File: config.mk
export PLATFORM = sky130hd
export DESIGN_NAME = router_advert_lifetime_parser_top
export DESIGN_NICKNAME = d
export VERILOG_FILES = /design/src/hdl/ralp_pkg.sv /design/src/hdl/ralp_parse.sv /design/src/hdl/router_advert_lifetime_parser_top.sv
export SDC_FILE = /design/constraint.sdc
export NUM_CORES = 1
export LEC_CHECK = 0
export ABC_AREA = 1
export BUFFER_PORTS_ARGS = -buffer_cell sky130_fd_sc_hd__buf_4
export CELL_PAD_IN_SITES_DETAIL_PLACEMENT = 1
export CELL_PAD_IN_SITES_GLOBAL_PLACEMENT = 1
export CORE_MARGIN = 4
export CORE_UTILIZATION = 54
export CTS_BUF_LIST = sky130_fd_sc_hd__clkbuf_4
export DETAILED_ROUTE_END_ITERATION = 6
export GPL_TIMING_DRIVEN = 1
export PLACE_DENSITY = 0.88
export SLEW_MARGIN = 10
export SYNTH_ARGS = -nofsm -noshare
export SYNTH_HDL_FRONTEND = slang
export SYNTH_SLANG_ARGS = --single-unit
File: constraint.sdc
create_clock -name clk_i -period 10.3 [get_ports clk_i]
set_input_delay 2.06 -clock clk_i [delete_from_list [all_inputs] [get_ports clk_i]]
set_output_delay 2.06 -clock clk_i [all_outputs]
set_load 0.005 [all_outputs]
File: src/hdl/ralp_pkg.sv
// Shared types and constants for the router advertisement lifetime parser.
package ralp_pkg;

  localparam int unsigned MaxPacketBytes = 1460;
  localparam int unsigned PosW           = 11;
  localparam int unsigned LifeW          = 32;
  localparam int unsigned CandW          = 42;
  localparam int unsigned RunW           = 32;
  localparam int unsigned DefW           = 22;
  localparam int unsigned MsW            = 31;

  localparam logic [PosW-1:0] MaxPos         = PosW'(MaxPacketBytes);
  localparam logic [PosW-1:0] HeaderBytes    = PosW'(16);
  localparam logic [PosW-1:0] PrefixOptBytes = PosW'(32);
  localparam logic [7:0]      RaType         = 8'd134;
  localparam logic [7:0]      OptPrefix      = 8'd3;
  localparam logic [7:0]      OptRoute       = 8'd24;
  localparam logic [7:0]      RouteMaxUnits  = 8'd3;
  localparam logic [7:0]      PrefixLenMax   = 8'd128;
  localparam logic [MsW-1:0]  Max31          = '1;
  localparam logic [DefW-1:0] DefTimeoutRst  = DefW'(3600);
  localparam logic [MsW-1:0]  MinIntervalRst = MsW'(240000);

  typedef enum logic [1:0] {
    StatusOk        = 2'd0,
    StatusNotRa     = 2'd1,
    StatusMalformed = 2'd2
  } status_e;

  typedef enum logic {
    CfgDefaultTimeout = 1'b0,
    CfgMinInterval    = 1'b1
  } cfg_idx_e;

  typedef struct packed {
    logic [7:0] data_byte;
    logic       last_byte;
  } in_item_t;

  typedef struct packed {
    status_e        status;
    logic [MsW-1:0] timeout_ms;
  } out_item_t;

  typedef struct packed {
    logic             start;
    logic             fin;
    status_e          status;
    logic             cand_a_v;
    logic [CandW-1:0] cand_a;
    logic             cand_b_v;
    logic [CandW-1:0] cand_b;
  } ralp_ev_t;

endpackage

File: src/hdl/ralp_parse.sv
// Byte parser: header checks, option walk and lifetime candidates scaled to 800 per second of lifetime.
module ralp_parse (
  input  logic               clk_i,
  input  logic               rst_ni,
  input  logic               accept_i,
  input  ralp_pkg::in_item_t item_i,
  output ralp_pkg::ralp_ev_t ev_o
);

  logic [ralp_pkg::PosW-1:0]  pos_q, pos_d;
  logic                       hdr_bad_q, hdr_bad_d;
  logic [7:0]                 hword_q, hword_d;
  logic [7:0]                 opt_type_q, opt_type_d;
  logic [ralp_pkg::PosW-1:0]  opt_len_q, opt_len_d;
  logic [ralp_pkg::PosW-1:0]  opt_pos_q, opt_pos_d;
  logic                       malf_q, malf_d;
  logic [ralp_pkg::LifeW-1:0] life_a_q, life_a_d;
  logic [ralp_pkg::LifeW-1:0] life_b_q, life_b_d;
  logic                       stop_q, stop_d;
  logic                       err_q, err_d;

  logic [7:0]                 d;
  logic [ralp_pkg::PosW-1:0]  len_new;
  logic [8:0]                 plen_sum;
  logic                       cand_a_v, cand_b_v;
  logic [ralp_pkg::LifeW-1:0] sec_a, sec_b;
  logic [ralp_pkg::CandW-1:0] wide_a, wide_b;

  always_comb begin
    d         = item_i.data_byte;
    len_new   = {d, 3'b000};
    plen_sum  = {1'b0, d} + 9'd127;
    pos_d     = pos_q;
    hdr_bad_d = hdr_bad_q;
    hword_d   = hword_q;
    opt_type_d = opt_type_q;
    opt_len_d = opt_len_q;
    opt_pos_d = opt_pos_q;
    malf_d    = malf_q;
    life_a_d  = life_a_q;
    life_b_d  = life_b_q;
    stop_d    = stop_q;
    err_d     = err_q;
    cand_a_v  = 1'b0;
    cand_b_v  = 1'b0;
    sec_a     = '0;
    sec_b     = '0;

    if (pos_q < ralp_pkg::MaxPos) begin
      if (pos_q == ralp_pkg::PosW'(0)) begin
        if (d != ralp_pkg::RaType) hdr_bad_d = 1'b1;
      end else if (pos_q == ralp_pkg::PosW'(1)) begin
        if (d != 8'd0) hdr_bad_d = 1'b1;
      end else if (pos_q == ralp_pkg::PosW'(6)) begin
        hword_d = d;
      end else if (pos_q == ralp_pkg::PosW'(7)) begin
        cand_a_v = 1'b1;
        sec_a    = ralp_pkg::LifeW'({hword_q, d});
      end else if (pos_q >= ralp_pkg::HeaderBytes && !hdr_bad_q && !stop_q && !err_q) begin
        if (opt_pos_q == ralp_pkg::PosW'(1) && d == 8'd0) begin
          stop_d = 1'b1;
        end else begin
          if (opt_pos_q == ralp_pkg::PosW'(0)) begin
            opt_type_d = d;
            malf_d     = 1'b0;
            life_a_d   = '0;
            life_b_d   = '0;
          end else if (opt_pos_q == ralp_pkg::PosW'(1)) begin
            opt_len_d = len_new;
            if (opt_type_q == ralp_pkg::OptPrefix && len_new < ralp_pkg::PrefixOptBytes) begin
              malf_d = 1'b1;
            end
            if (opt_type_q == ralp_pkg::OptRoute && d > ralp_pkg::RouteMaxUnits) begin
              malf_d = 1'b1;
            end
          end else if (opt_pos_q == ralp_pkg::PosW'(2)) begin
            if (opt_type_q == ralp_pkg::OptRoute &&
                (d > ralp_pkg::PrefixLenMax || opt_len_q[10:3] < {5'd0, plen_sum[8:6]})) begin
              malf_d = 1'b1;
            end
          end else if (opt_pos_q >= ralp_pkg::PosW'(4) && opt_pos_q <= ralp_pkg::PosW'(7)) begin
            life_a_d = {life_a_q[23:0], d};
          end else if (opt_pos_q >= ralp_pkg::PosW'(8) && opt_pos_q <= ralp_pkg::PosW'(11)) begin
            life_b_d = {life_b_q[23:0], d};
          end

          if (opt_pos_q != ralp_pkg::PosW'(0) && opt_pos_q + ralp_pkg::PosW'(1) == opt_len_d) begin
            if (opt_type_d == ralp_pkg::OptPrefix || opt_type_d == ralp_pkg::OptRoute) begin
              if (malf_d) begin
                err_d = 1'b1;
              end else begin
                cand_a_v = 1'b1;
                sec_a    = life_a_d;
                cand_b_v = (opt_type_d == ralp_pkg::OptPrefix);
                sec_b    = life_b_d;
              end
            end
            opt_pos_d = '0;
          end else begin
            opt_pos_d = opt_pos_q + ralp_pkg::PosW'(1);
          end
        end
      end
      pos_d = pos_q + ralp_pkg::PosW'(1);
    end

    ev_o.start    = (pos_q == ralp_pkg::PosW'(0));
    ev_o.fin      = item_i.last_byte;
    if (pos_d < ralp_pkg::HeaderBytes || hdr_bad_d) begin
      ev_o.status = ralp_pkg::StatusNotRa;
    end else if (err_d) begin
      ev_o.status = ralp_pkg::StatusMalformed;
    end else begin
      ev_o.status = ralp_pkg::StatusOk;
    end

    wide_a = ralp_pkg::CandW'(sec_a);
    wide_b = ralp_pkg::CandW'(sec_b);
    ev_o.cand_a_v = cand_a_v;
    ev_o.cand_a   = (wide_a << 9) + (wide_a << 8) + (wide_a << 5);
    ev_o.cand_b_v = cand_b_v;
    ev_o.cand_b   = (wide_b << 9) + (wide_b << 8) + (wide_b << 5);

    if (item_i.last_byte) begin
      pos_d      = '0;
      hdr_bad_d  = 1'b0;
      hword_d    = '0;
      opt_type_d = '0;
      opt_len_d  = '0;
      opt_pos_d  = '0;
      malf_d     = 1'b0;
      life_a_d   = '0;
      life_b_d   = '0;
      stop_d     = 1'b0;
      err_d      = 1'b0;
    end
  end

  always_ff @(posedge clk_i or negedge rst_ni) begin
    if (!rst_ni) begin
      pos_q      <= '0;
      hdr_bad_q  <= 1'b0;
      hword_q    <= '0;
      opt_type_q <= '0;
      opt_len_q  <= '0;
      opt_pos_q  <= '0;
      malf_q     <= 1'b0;
      life_a_q   <= '0;
      life_b_q   <= '0;
      stop_q     <= 1'b0;
      err_q      <= 1'b0;
    end else if (accept_i) begin
      pos_q      <= pos_d;
      hdr_bad_q  <= hdr_bad_d;
      hword_q    <= hword_d;
      opt_type_q <= opt_type_d;
      opt_len_q  <= opt_len_d;
      opt_pos_q  <= opt_pos_d;
      malf_q     <= malf_d;
      life_a_q   <= life_a_d;
      life_b_q   <= life_b_d;
      stop_q     <= stop_d;
      err_q      <= err_d;
    end
  end

endmodule

File: src/hdl/router_advert_lifetime_parser_top.sv
// Top level of the router advertisement lifetime parser.
// One byte is taken per cycle while the output is not stalled, back to back, with no gaps between packets.
// After the transfer of the last byte, a result passes the s1 and s2 registers and then reaches the output register.
// The whole pipeline holds while a result waits at the output and out_ready_i is low.
// Reset clears all control state and loads the register defaults of 3600 s and 240000 ms.
module router_advert_lifetime_parser_top (
  input  logic                      clk_i,
  input  logic                      rst_ni,
  input  logic                      in_valid_i,
  output logic                      in_ready_o,
  input  ralp_pkg::in_item_t        in_data_i,
  output logic                      out_valid_o,
  input  logic                      out_ready_i,
  output ralp_pkg::out_item_t       out_data_o,
  input  logic                      cfg_valid_i,
  output logic                      cfg_ready_o,
  input  logic                      cfg_index_i,
  input  logic [ralp_pkg::MsW-1:0]  cfg_data_i
);

  logic                        en, accept;
  ralp_pkg::ralp_ev_t          ev, s1_q;
  logic                        s1_v_q;
  logic [ralp_pkg::DefW-1:0]   def_s_q;
  logic [ralp_pkg::MsW-1:0]    min_ms_q;
  logic [ralp_pkg::RunW-1:0]   def_ms_q, def32;
  logic [ralp_pkg::RunW-1:0]   run_q, base;
  logic [ralp_pkg::CandW-1:0]  m1, m2;
  logic                        s2_v_q;
  ralp_pkg::status_e           s2_status_q;
  logic [ralp_pkg::RunW-1:0]   s2_min_q;
  logic [ralp_pkg::MsW-1:0]    sat, floored;
  logic                        out_valid_q;
  ralp_pkg::out_item_t         out_q, out_d;

  assign en          = !out_valid_q || out_ready_i;
  assign in_ready_o  = en;
  assign accept      = in_valid_i && en;
  assign cfg_ready_o = 1'b1;
  assign out_valid_o = out_valid_q;
  assign out_data_o  = out_q;

  ralp_parse u_parse (
    .clk_i    (clk_i),
    .rst_ni   (rst_ni),
    .accept_i (accept),
    .item_i   (in_data_i),
    .ev_o     (ev)
  );

  always_ff @(posedge clk_i or negedge rst_ni) begin
    if (!rst_ni) begin
      def_s_q  <= ralp_pkg::DefTimeoutRst;
      min_ms_q <= ralp_pkg::MinIntervalRst;
    end else if (cfg_valid_i) begin
      unique case (ralp_pkg::cfg_idx_e'(cfg_index_i))
        ralp_pkg::CfgDefaultTimeout: def_s_q  <= cfg_data_i[ralp_pkg::DefW-1:0];
        ralp_pkg::CfgMinInterval:    min_ms_q <= cfg_data_i;
        default: ;
      endcase
    end
  end

  always_comb begin
    def32 = ralp_pkg::RunW'(def_s_q);
    base  = s1_q.start ? def_ms_q : run_q;
    m1    = ralp_pkg::CandW'(base);
    if (s1_q.cand_a_v && s1_q.cand_a != '0 && s1_q.cand_a < m1) m1 = s1_q.cand_a;
    m2    = m1;
    if (s1_q.cand_b_v && s1_q.cand_b != '0 && s1_q.cand_b < m1) m2 = s1_q.cand_b;
  end

  always_comb begin
    sat     = (s2_min_q > ralp_pkg::RunW'(ralp_pkg::Max31)) ? ralp_pkg::Max31
                                                          : s2_min_q[ralp_pkg::MsW-1:0];
    floored = (sat < min_ms_q) ? min_ms_q : sat;
    out_d.status     = s2_status_q;
    out_d.timeout_ms = (s2_status_q == ralp_pkg::StatusOk) ? floored : '0;
  end

  always_ff @(posedge clk_i or negedge rst_ni) begin
    if (!rst_ni) begin
      s1_v_q      <= 1'b0;
      s2_v_q      <= 1'b0;
      out_valid_q <= 1'b0;
      run_q       <= '0;
    end else if (en) begin
      s1_v_q      <= accept;
      s2_v_q      <= s1_v_q && s1_q.fin;
      out_valid_q <= s2_v_q;
      if (s1_v_q) run_q <= m2[ralp_pkg::RunW-1:0];
    end
  end

  always_ff @(posedge clk_i) begin
    def_ms_q <= (def32 << 10) - (def32 << 4) - (def32 << 3);
    if (en) begin
      s1_q        <= ev;
      s2_status_q <= s1_q.status;
      s2_min_q    <= m2[ralp_pkg::RunW-1:0];
      out_q       <= out_d;
    end
  end

endmodule

==> metrics.cfg, run 1 <==
[run_status]
status = complete, no violations

[synth]
yosysTopAreaCell = dfrtp_1
netlist_area_um2 = 26900
synth_cells = 3280
yosysMostFrequentCell = nand2_1
synth-seq-cells = 381
ys_types = 67
yosys_warnings = 0
avgSynthCellArea_um2 = 8.19
synth_top_cell_area_share_pct = 18.1
ys_seq_area_share_pct = 37.7
ys_top_cells_by_count = 607 x nand2_1, 428 x inv_1, 324 x nor2_1
synth-edff-count = 147
synthArstFlopShare_pct = 53.8
synthFlopType = dfrtp_1
yosys-top-cells-area = dfrtp_1 18%, edfxtp_1 16%, ha_1 10%, nand2_1 8.5%, inv_1 6.0%

[die]
die-area_um2 = 53400
chipWidth_um = 231
core_area_um2 = 49100
die_height_um = 231
ios = 82
start_util_pct = 54.8
rows = 81

[detailed_routing]
post_drt_wl_per_cell_um = 21.1
num_vias = 24300
vias_per_cell = 5.85
final_antenna_net_count = 0
routed_wl_mm = 87.5
drt_iter0_drc = 1437
drc = 0
dr.pass1.iters = 5

[final_layout]
final_util_pct = 60.0
final_nets = 3729
final_area_um2 = 29400
drive_gt1_share_pct = 10.7
syn_to_final_growth_pct = 9.49
fillers = 6056
stdcell_count = 4155

[sta]
hold_viol_final = 0
slew_viol_final = 0
max-slew-margin-rel_pct = 20.8
worst_slew_pin_slew_ns = 1.18
clock.fmax_mhz = 142
rsz0062_at_grt = false
finalCriticalPeriod_ns = 7.03
tns_ns = 0
setup_viol = 0
period_share_pct = 68.2
fin_skew_ns = 0.0959

[worst_setup_path]
start_kind = primary input
critPathLaunch = in_data_i[5]
cp_common_cell = nand2_1
cp_max_fo = 27
path_class = primary input to register
critPathRequiredTime_ns = 10.86
r2r-start = s1_q[89]$_DFFE_PN_
critPathMaxStageDelay_ns = 0.62
end_kind = register
critical_path_arrival_ns = 7.58
critical-path-slowest-cell = fa_1

[clocking]
cts-root-buf = clkbuf_4
cts_sinks = 381
cts.repair.resized = 0
htreeDepth = 3
ctsLongestPathBuffers = 3
clk_latency_ns = 0.91
cts_buffers = 105
hold_buffers = 0
cts_tree = built
clk_pin_slew_ns = 0.07
post-cts-setup-buffer-count = 0

[placement]
place.gp.congestion = 0.959
dpl-instance-area_um2 = 28000
dpl.hpwl_mm = 65.5
io_buffers = 80
dpl.cell_count = 3955

[global_route]
grt_pass1_vias = 26600
antenna_found_initial = 2
grt_max_degree = 90
grtUsageTotal_pct = 32.9
gr-total-overflow = 0
grt_pass1_wl_mm = 142

[run]
drv_cap = 0

[pwr]
power.total_uw = 7420
p_leak_uw = 0.0148
power_density_nw_per_um2 = 252
ir_drop_mv = 0.405

[worst_hold_path]
hp-start = s1_q[87]$_SDFFCE_PP0N_
hp-class = register to register

[layout make-up]
class | instances | area [µm²] | area share (%)
clock inverter | 44 | 226 | 0.770
timing repair buffer | 98 | 742 | 2.52
multi-input combinational | 2362 | 14600 | 49.7
inverter | 450 | 1700 | 5.77
clock buffer | 154 | 1160 | 3.93
tap | 664 | 831 | 2.82
antenna | 2 | 5.00 | 0.0170
sequential | 381 | 10100 | 34.5
[metrics by stage]
step / hold WS (ns) / setup slack (ns)
final: 0.450 / 3.27
after CTS: 0.450 / 3.38
after detailed placement: 0.421 / 2.49
after floorplan: 0.400 / 3.12
after global placement: 0.404 / 2.80
after global routing: 0.459 / 2.91
[critical path: cells and delay by family]
family | cells | cell delay, ns
xor gates and xnor gates | 1 | 0.13
buffers and inverters | 4 | 0.73
adders and majority gates | 3 | 1.28
AOI/OAI and AO/OA | 4 | 1.04
and+or+nand+nor | 18 | 2.30
[state kept, by name, indices dropped and copies added (netlist names)]
signal              flops
u_parse.pos_q          11
min_ms_q               31
u_parse.opt_len_q      11
s2_v_q                  1
s1_q                   80
def_ms_q               29
s1_v_q                  1
s2_status_q             2
s2_min_q               32
def_s_q                22
u_parse.life_b_q       32
u_parse.life_a_q       32
out_data_o             33
run_q                  32
u_parse.err_q           1
u_parse.hword_q         8
u_parse.stop_q          1
out_valid_o             1
u_parse.opt_pos_q      11
u_parse.malf_q          1
u_parse.hdr_bad_q       1
u_parse.opt_type_q      8
[cell usage in the layout, fill, tap and decap left out, types with 17 or more instances in the layout]
master,instances
dfxtp_1,29
xor2_1,65
o22ai_1,61
clkbuf_4,154
a211oi_1,17
nor2_1,322
and2_1,29
xnor2_1,31
clkinv_1,30
nand4_1,49
ha_1,217
mux2i_1,27
or2_2,22
nand3_1,160
inv_1,427
o211ai_1,19
o31ai_1,20
nand2_1,606
buf_4,97
nor4_1,19
inv_2,20
a21oi_1,203
edfxtp_1,147
o21ai_0,242
nand3b_1,17
fa_1,68
nor3_1,40
dfrtp_1,194
[kinds of logic (layout without fill, tap and decap cells)]
group | Yosys count | in the layout | share of synthesized area [%]
AND/OR/NAND/NOR | 1313 | 1313 | 21.7
AO/OA/AOI/OAI | 630 | 630 | 13.2
buffers and inverters | 547 | 746 | 8.00
flip-flops | 381 | 381 | 37.7
adder cells (fa/ha/maj) | 285 | 285 | 15.2
XOR/XNOR | 96 | 96 | 3.13
multiplexers | 27 | 27 | 1.01
other | 1 | 13 | 0.0140
[final timing paths]
path	cells after the start	endpoint	slack, ns
worst max-delay path	30	s1_q[38]$_DFFE_PN_	3.27
worst min-delay path	0	s2_status_q[1]$_DFFE_PN_	0.45
worst max register to register	21	s2_min_q[4]$_DFFE_PN_	3.29
worst min register to register	0	s2_status_q[1]$_DFFE_PN_	0.45
max in group asynchronous	3	u_parse.life_a_q[28]$_DFFE_PN0P_	6.93
min in group asynchronous	1	min_ms_q[22]$_DFFE_PN0P_	1.24
[power by group]
| part | internal, µW | leakage, µW | total, µW | switching, µW |
|---|---|---|---|---|
| sequential | 2050 | 0.00455 | 2330 | 279 |
| combinational | 1150 | 0.00940 | 3640 | 2500 |
| clock | 718 | 0.000817 | 1440 | 727 |
| total | 3920 | 0.0148 | 7420 | 3500 |
[routing by layer]
metal	up-vias	GRT usage, %	share of wire (%)
met5	-	0	0
met4	0	17.3	5.9
met3	298	5.21	4.2
met2	753	58.6	50
met1	12000	38.3	40
li1	11300	-	-
No activity file was read; power rests on OpenSTA's default activity.
==> inputs of run 2 (changes only) <==
CORE_UTILIZATION = 45   (was 54)
PLACE_DENSITY = 0.78   (was 0.88)
clock period = 6.25 ns   (was 10.3 ns; I/O delays follow)
==> run 2 against run 1 <==
Hold slack worse by 0.050 ns. Global-route usage is 6.5 points lower. Die area is 19% higher. Clock power is 63% higher. Core utilization is 8.7 points lower. Power is 65% higher. Register-to-register slack worse by 2.7 ns. Non-clock buffer count is 82 higher. Critical path type is now register to register. Highest routed layer unchanged.
==> metrics.cfg, run 2 (synthesis results as in run 1) <==
[run_status]
status = complete, no violations  ; unchanged

[final_layout]
final_nets = 3813  ; was 3729
top_register = s1_q  ; unchanged
drive_gt1_share_pct = 13.0  ; was 10.7%
stdcell_count = 4353  ; was 4155
largest_reg_flops = 80  ; unchanged
syn_to_final_growth_pct = 12.6  ; was 9.49%
layout.cells.most_common_list = 605 x nand2_1, 427 x inv_1, 322 x nor2_1, 241 x o21ai_0, 217 x ha_1  ; was 606 x nand2_1, 427 x inv_1, 322 x nor2_1, 242 x o21ai_0, 217 x ha_1
mostFrequentLayoutCell = nand2_1  ; unchanged

[worst_setup_path]
reg2reg_to = s1_q[82]$_DFFE_PN_  ; was s2_min_q[4]$_DFFE_PN_
path_class = register to register  ; was primary input to register
start_kind = register  ; was primary input
critPathRequiredTime_ns = 6.89  ; was 10.86 ns
reg2regPathDepth = 30  ; was 21
critical-path-slowest-cell = fa_1  ; unchanged
cp_common_cell = nand2_1  ; unchanged
critical_path_arrival_ns = 6.32  ; was 7.58 ns
r2r-start = u_parse.opt_pos_q[0]$_DFFE_PN0P_  ; was s1_q[89]$_DFFE_PN_
end_kind = register  ; unchanged
reg2reg_slack_ns = 0.57  ; was 3.29 ns
critPathMaxStageDelay_ns = 0.48  ; was 0.62 ns
cp_max_fo = 32  ; was 27

[sta]
fin_skew_ns = 0.0548  ; was 0.0959 ns
setup_viol = 0  ; unchanged
worst_slew_pin_slew_ns = 1.13  ; was 1.18 ns
max-slew-margin-rel_pct = 24.1  ; was 20.8%
period_share_pct = 90.8
finalCriticalPeriod_ns = 5.68
slew_viol_final = 0  ; unchanged
hold_viol_final = 0  ; unchanged
clock.fmax_mhz = 176
tns_ns = 0  ; unchanged
rsz0062_at_grt = false  ; unchanged

[clocking]
htreeDepth = 3  ; unchanged
hold_buffers = 0  ; unchanged
cts_tree = built  ; unchanged
ctsLongestPathBuffers = 3  ; unchanged
clk_latency_ns = 0.92  ; was 0.91 ns
post-cts-setup-buffer-count = 0  ; unchanged
cts_sinks = 381  ; unchanged
clk_pin_slew_ns = 0.07  ; about the same
cts_buffers = 106  ; was 105
cts-root-buf = clkbuf_4  ; unchanged

[die]
core_area_um2 = 59000  ; was 49100 µm²
die_height_um = 252  ; was 231 µm
rows = 89  ; was 81
chipWidth_um = 252  ; was 231 µm
ios = 82  ; unchanged
die-area_um2 = 63700  ; was 53400 µm²
start_util_pct = 45.5  ; was 54.8%

[detailed_routing]
post_drt_wl_per_cell_um = 19.4  ; was 21.1 µm
dr.pass1.iters = 5  ; unchanged
num_vias = 23800  ; was 24300
vias_per_cell = 5.47  ; was 5.85
final_antenna_net_count = 0  ; unchanged
routed_wl_mm = 84.4  ; was 87.5 mm
drc = 0  ; unchanged
drt_iter0_drc = 1194  ; was 1437

[pwr]
p_leak_uw = 0.0152  ; was 0.0148 µW
switching_share_pct = 47.0  ; was 47.2%
seq_power_share_pct = 31.7  ; was 31.4%
switchingPower_uw = 5730  ; was 3500 µW
clkPwrFrac_pct = 19.2  ; was 19.5%
power_density_nw_per_um2 = 403  ; was 252 nW/µm²
ir_drop_mv = 0.264  ; was 0.405 mV
internal_power_uw = 6470  ; was 3920 µW
p_comb_share_pct = 49.1  ; about the same

[worst_hold_path]
hp-class = primary input to async pin  ; was register to register

[global_route]
grt_pass1_vias = 25700  ; was 26600
grtUsageTotal_pct = 26.4  ; was 32.9%
antenna_found_initial = 2  ; unchanged
grt_max_degree = 121  ; was 90
gr-total-overflow = 0  ; unchanged
grt_pass1_wl_mm = 136  ; was 142 mm

[placement]
dpl.cell_count = 4146  ; was 3955
io_buffers = 80  ; unchanged
place.gp.congestion = 0.939  ; was 0.959
dpl.hpwl_mm = 65.5  ; about the same

[run]
drv_cap = 0  ; unchanged

==> run 2: power groups by stage <==
| stage | logic [µW] | registers, µW | clock network, µW |
|---|---|---|---|
| finish | 5990 | 3870 | 2350 |
| global route | 6730 | 3930 | 2580 |
| CTS | 5930 | 3860 | 2430 |
| detailed placement | 5890 | 3910 | 0 |
| global placement | 5640 | 3870 | 0 |
| floorplan | 4270 | 3680 | 0 |
==> run 2: metal layers <==
| layer | vias up | track usage, % | routed length, µm |
|---|---|---|---|
| li1 | 11400 | - | - |
| met1 | 11700 | 32.2 | 35100 |
| met2 | 501 | 47.6 | 43200 |
| met3 | 178 | 4.01 | 3260 |
| met4 | 0 | 9.54 | 2890 |
| met5 | - | 0 | 0 |
==> run 2: repair_timing <==
| action | 4_1_cts | 5_1_grt |
|---|---|---|
| gates resized for setup | 0 | 10 |
| endpoints found under the hold margin | 0 | 0 |
| endpoints found under the setup margin | 0 | 13 |
==> run 2: stage by stage <==
stage / util (%) / setup WS [ns] / power (µW) / hold WS, ns / cell area, µm²
final: 51.3 / 0.574 / 12200 / 0.400 / 30300
after floorplan: - / 0.583 / 7960 / 0.400 / 26900
after CTS: 51.1 / 0.243 / 12200 / 0.384 / 30200
after global placement: 48.8 / 0.183 / 9520 / 0.406 / 28800
after detailed placement: 48.8 / 0.0245 / 9790 / 0.406 / 28800
after global routing: 51.3 / 0.00614 / 13200 / 0.361 / 30300
==> run 2: cell type report <==
cell class              count  area (µm²)
fillers                  7184       28800
multi-input cells        2363       14700
flip-flops and latches    381       10100
inverters                 450        1700
repair buffers            180        1380
clock buffers             154        1160
well taps                 773         967
clock inverters            46         208
diodes                      6        15.0
==> run 2: worst max path at each step <==
stage | start | to | cells past startpoint
floorplan | in_data_i[5] | s1_q[38]$_DFFE_PN_ | 30
global placement | in_data_i[3] | s1_q[82]$_DFFE_PN_ | 33
detailed placement | in_data_i[3] | s1_q[75]$_DFFE_PN_ | 31
CTS | u_parse.opt_pos_q[0]$_DFFE_PN0P_ | s1_q[75]$_DFFE_PN_ | 29
global route | u_parse.opt_pos_q[0]$_DFFE_PN0P_ | s1_q[82]$_DFFE_PN_ | 30
finish | u_parse.opt_pos_q[0]$_DFFE_PN0P_ | s1_q[82]$_DFFE_PN_ | 30
==> run 2: worst max-delay path, delay by kind of cell, from the launching register on <==
kind                     cells  cell delay (ns)
AND/OR/NAND/NOR             14             1.72
AO/OA/AOI/OAI                6             1.30
adder cells (fa/ha/maj)      3             1.12
XOR/XNOR                     1             0.13
buffers and inverters        6             0.64
flip-flops                   1             0.45
==> inputs of run 3 (changes only) <==
CORE_MARGIN = 8   (was 4)
CTS_CLUSTER_DIAMETER = 50   (was default)
GPL_TIMING_DRIVEN = 0   (was 1)
==> run 3 against run 2 <==
Register-to-register slack worse by 0.26 ns. Cell area is 0.28% lower. Via count up 0.65%. Largest power group unchanged.
==> metrics.cfg, run 3 (synthesis results as in run 1) <==
[final_layout]
top_register = s1_q  ; unchanged
mostFrequentLayoutCell = nand2_1  ; unchanged
layout.cells.most_common_list = 605 x nand2_1, 427 x inv_1, 323 x nor2_1, 232 x o21ai_0, 217 x ha_1  ; was 605 x nand2_1, 427 x inv_1, 322 x nor2_1, 241 x o21ai_0, 217 x ha_1
syn_to_final_growth_pct = 12.3  ; was 12.6%
drive_gt1_share_pct = 12.0  ; was 13.0%
largest_reg_flops = 80  ; unchanged
final_nets = 3818  ; was 3813

[detailed_routing]
dr.pass1.iters = 5  ; unchanged
num_vias = 24000  ; was 23800
routed_wl_mm = 88.2  ; was 84.4 mm
drt_iter0_drc = 1155  ; was 1194
drc = 0  ; unchanged
vias_per_cell = 5.51  ; was 5.47
post_drt_wl_per_cell_um = 20.3  ; was 19.4 µm
final_antenna_net_count = 0  ; unchanged

[clocking]
htreeDepth = 3  ; unchanged
cts-root-buf = clkbuf_4  ; unchanged
clk_pin_slew_ns = 0.06  ; was 0.07 ns
cts_buffers = 110  ; was 106
cts_sinks = 381  ; unchanged
clk_latency_ns = 0.90  ; was 0.92 ns
ctsLongestPathBuffers = 3  ; unchanged
cts_tree = built  ; unchanged

[worst_setup_path]
end_kind = register  ; unchanged
critical_path_arrival_ns = 6.52  ; was 6.32 ns
critPathMaxStageDelay_ns = 0.56  ; was 0.48 ns
critPathRequiredTime_ns = 6.84  ; was 6.89 ns
cp_max_fo = 10  ; was 32
start_kind = register  ; unchanged
cp_common_cell = nand2_1  ; unchanged
path_class = register to register  ; unchanged
critical-path-slowest-cell = fa_1  ; unchanged

[global_route]
grt_max_degree = 101  ; was 121
antenna_found_initial = 2  ; unchanged
grt_pass1_wl_mm = 141  ; was 136 mm
grtUsageTotal_pct = 26.1  ; was 26.4%
gr-total-overflow = 0  ; unchanged
grt_pass1_vias = 26100  ; was 25700

[die]
die-area_um2 = 67800  ; was 63700 µm²
chipWidth_um = 260  ; was 252 µm
ios = 82  ; unchanged
core_area_um2 = 59000  ; unchanged
rows = 89  ; unchanged
die_height_um = 260  ; was 252 µm
start_util_pct = 45.5  ; unchanged

[sta]
max-slew-margin-rel_pct = 29.1  ; was 24.1%
worst_slew_pin_slew_ns = 1.06  ; was 1.13 ns
setup_viol = 0  ; unchanged
rsz0062_at_grt = true  ; was false
finalCriticalPeriod_ns = 5.93  ; was 5.68 ns
fin_skew_ns = 0.0636  ; was 0.0548 ns
clock.fmax_mhz = 169  ; was 176 MHz
period_share_pct = 94.9  ; was 90.8%
slew_viol_final = 0  ; unchanged
tns_ns = 0  ; unchanged
setup_ws_ns = 0.318  ; was 0.574 ns
hold_viol_final = 0  ; unchanged

[placement]
pre_cts_slack_ns = -1.02  ; was 0.0245 ns
place.gp.congestion = 0.941  ; was 0.939
dpl.hpwl_mm = 71.6  ; was 65.5 mm
io_buffers = 79  ; was 80

[pwr]
p_leak_uw = 0.0150  ; was 0.0152 µW
ir_drop_mv = 0.371  ; was 0.264 mV
power.total_uw = 12500  ; was 12200 µW
power_density_nw_per_um2 = 413  ; was 403 nW/µm²

[worst_hold_path]
hp-class = primary input to async pin  ; unchanged

[run_status]
status = complete, no violations  ; unchanged

[run]
drv_cap = 0  ; unchanged

-- run 3: power by group --
part           leakage (µW)  switching (µW)  internal [µW]
combinational       0.00962            4120           2030
clock              0.000848            1170           1260
sequential          0.00455             497           3380
total                0.0150            5790           6670
-- run 3: final timing paths --
path / startpoint / endpoint / slack [ns] / depth (start not counted)
worst max-delay path: u_parse.opt_pos_q[0]$_DFFE_PN0P_ / s1_q[70]$_DFFE_PN_ / 0.32 / 28
worst min-delay path: rst_ni / u_parse.opt_len_q[5]$_DFFE_PN0P_ / 0.28 / 1
worst max register to register: u_parse.opt_pos_q[0]$_DFFE_PN0P_ / s1_q[70]$_DFFE_PN_ / 0.32 / 28
worst min register to register: s1_q[86]$_SDFFCE_PP1N_ / s2_status_q[0]$_DFFE_PN_ / 0.43 / 0
max in group asynchronous: rst_ni / min_ms_q[1]$_DFFE_PN0P_ / 4.68 / 3
min in group clk_i: s1_q[86]$_SDFFCE_PP1N_ / s2_status_q[0]$_DFFE_PN_ / 0.43 / 0
-- run 3: critical path, delay by kind of cell, from the launching register on --
| family | cells | cell delay [ns] |
|---|---|---|
| xor gates and xnor gates | 1 | 0.16 |
| AOI/OAI and AO/OA | 7 | 1.48 |
| and+or+nand+nor | 12 | 1.49 |
| buffers and inverters | 5 | 0.67 |
| adders and majority gates | 3 | 1.35 |
| DFF | 1 | 0.49 |
-- run 3: per-layer routing --
metal	track usage, %	wire length [µm]	up-vias
met3	3.59	3370	239
met5	0	0	-
met4	13.0	4680	0
li1	-	-	11500
met1	30.4	35700	11800
met2	46.6	44400	522
-- run 3: per-stage QoR --
step | hold slack (ns) | instances | instance area (µm²) | utilization, %
after floorplan | 0.400 | 3290 | 26900 | -
after global routing | 0.219 | 4348 | 30200 | 51.1
after global placement | 0.407 | 4142 | 28500 | 48.3
after detailed placement | 0.408 | 4148 | 28600 | 48.5
after CTS | 0.204 | 4345 | 30100 | 51.0
final | 0.275 | 4348 | 30200 | 51.1
-- run 3: repair_timing --
item	in CTS	in global routing
hold buffers	0	0
setup buffers	0	0
resized for setup	17	28
setup endpoints to repair	70	90
-- run 3: area by class of cell --
cell class / count / area, µm²
clock inverters: 37 / 226
clock buffers: 160 / 1200
fillers: 7281 / 28800
flip-flops and latches: 381 / 10100
repair buffers: 85 / 736
plain buffers: 97 / 474
inverters: 450 / 1700
diodes: 3 / 7.51
multi-input cells: 2362 / 14700
well taps: 773 / 967
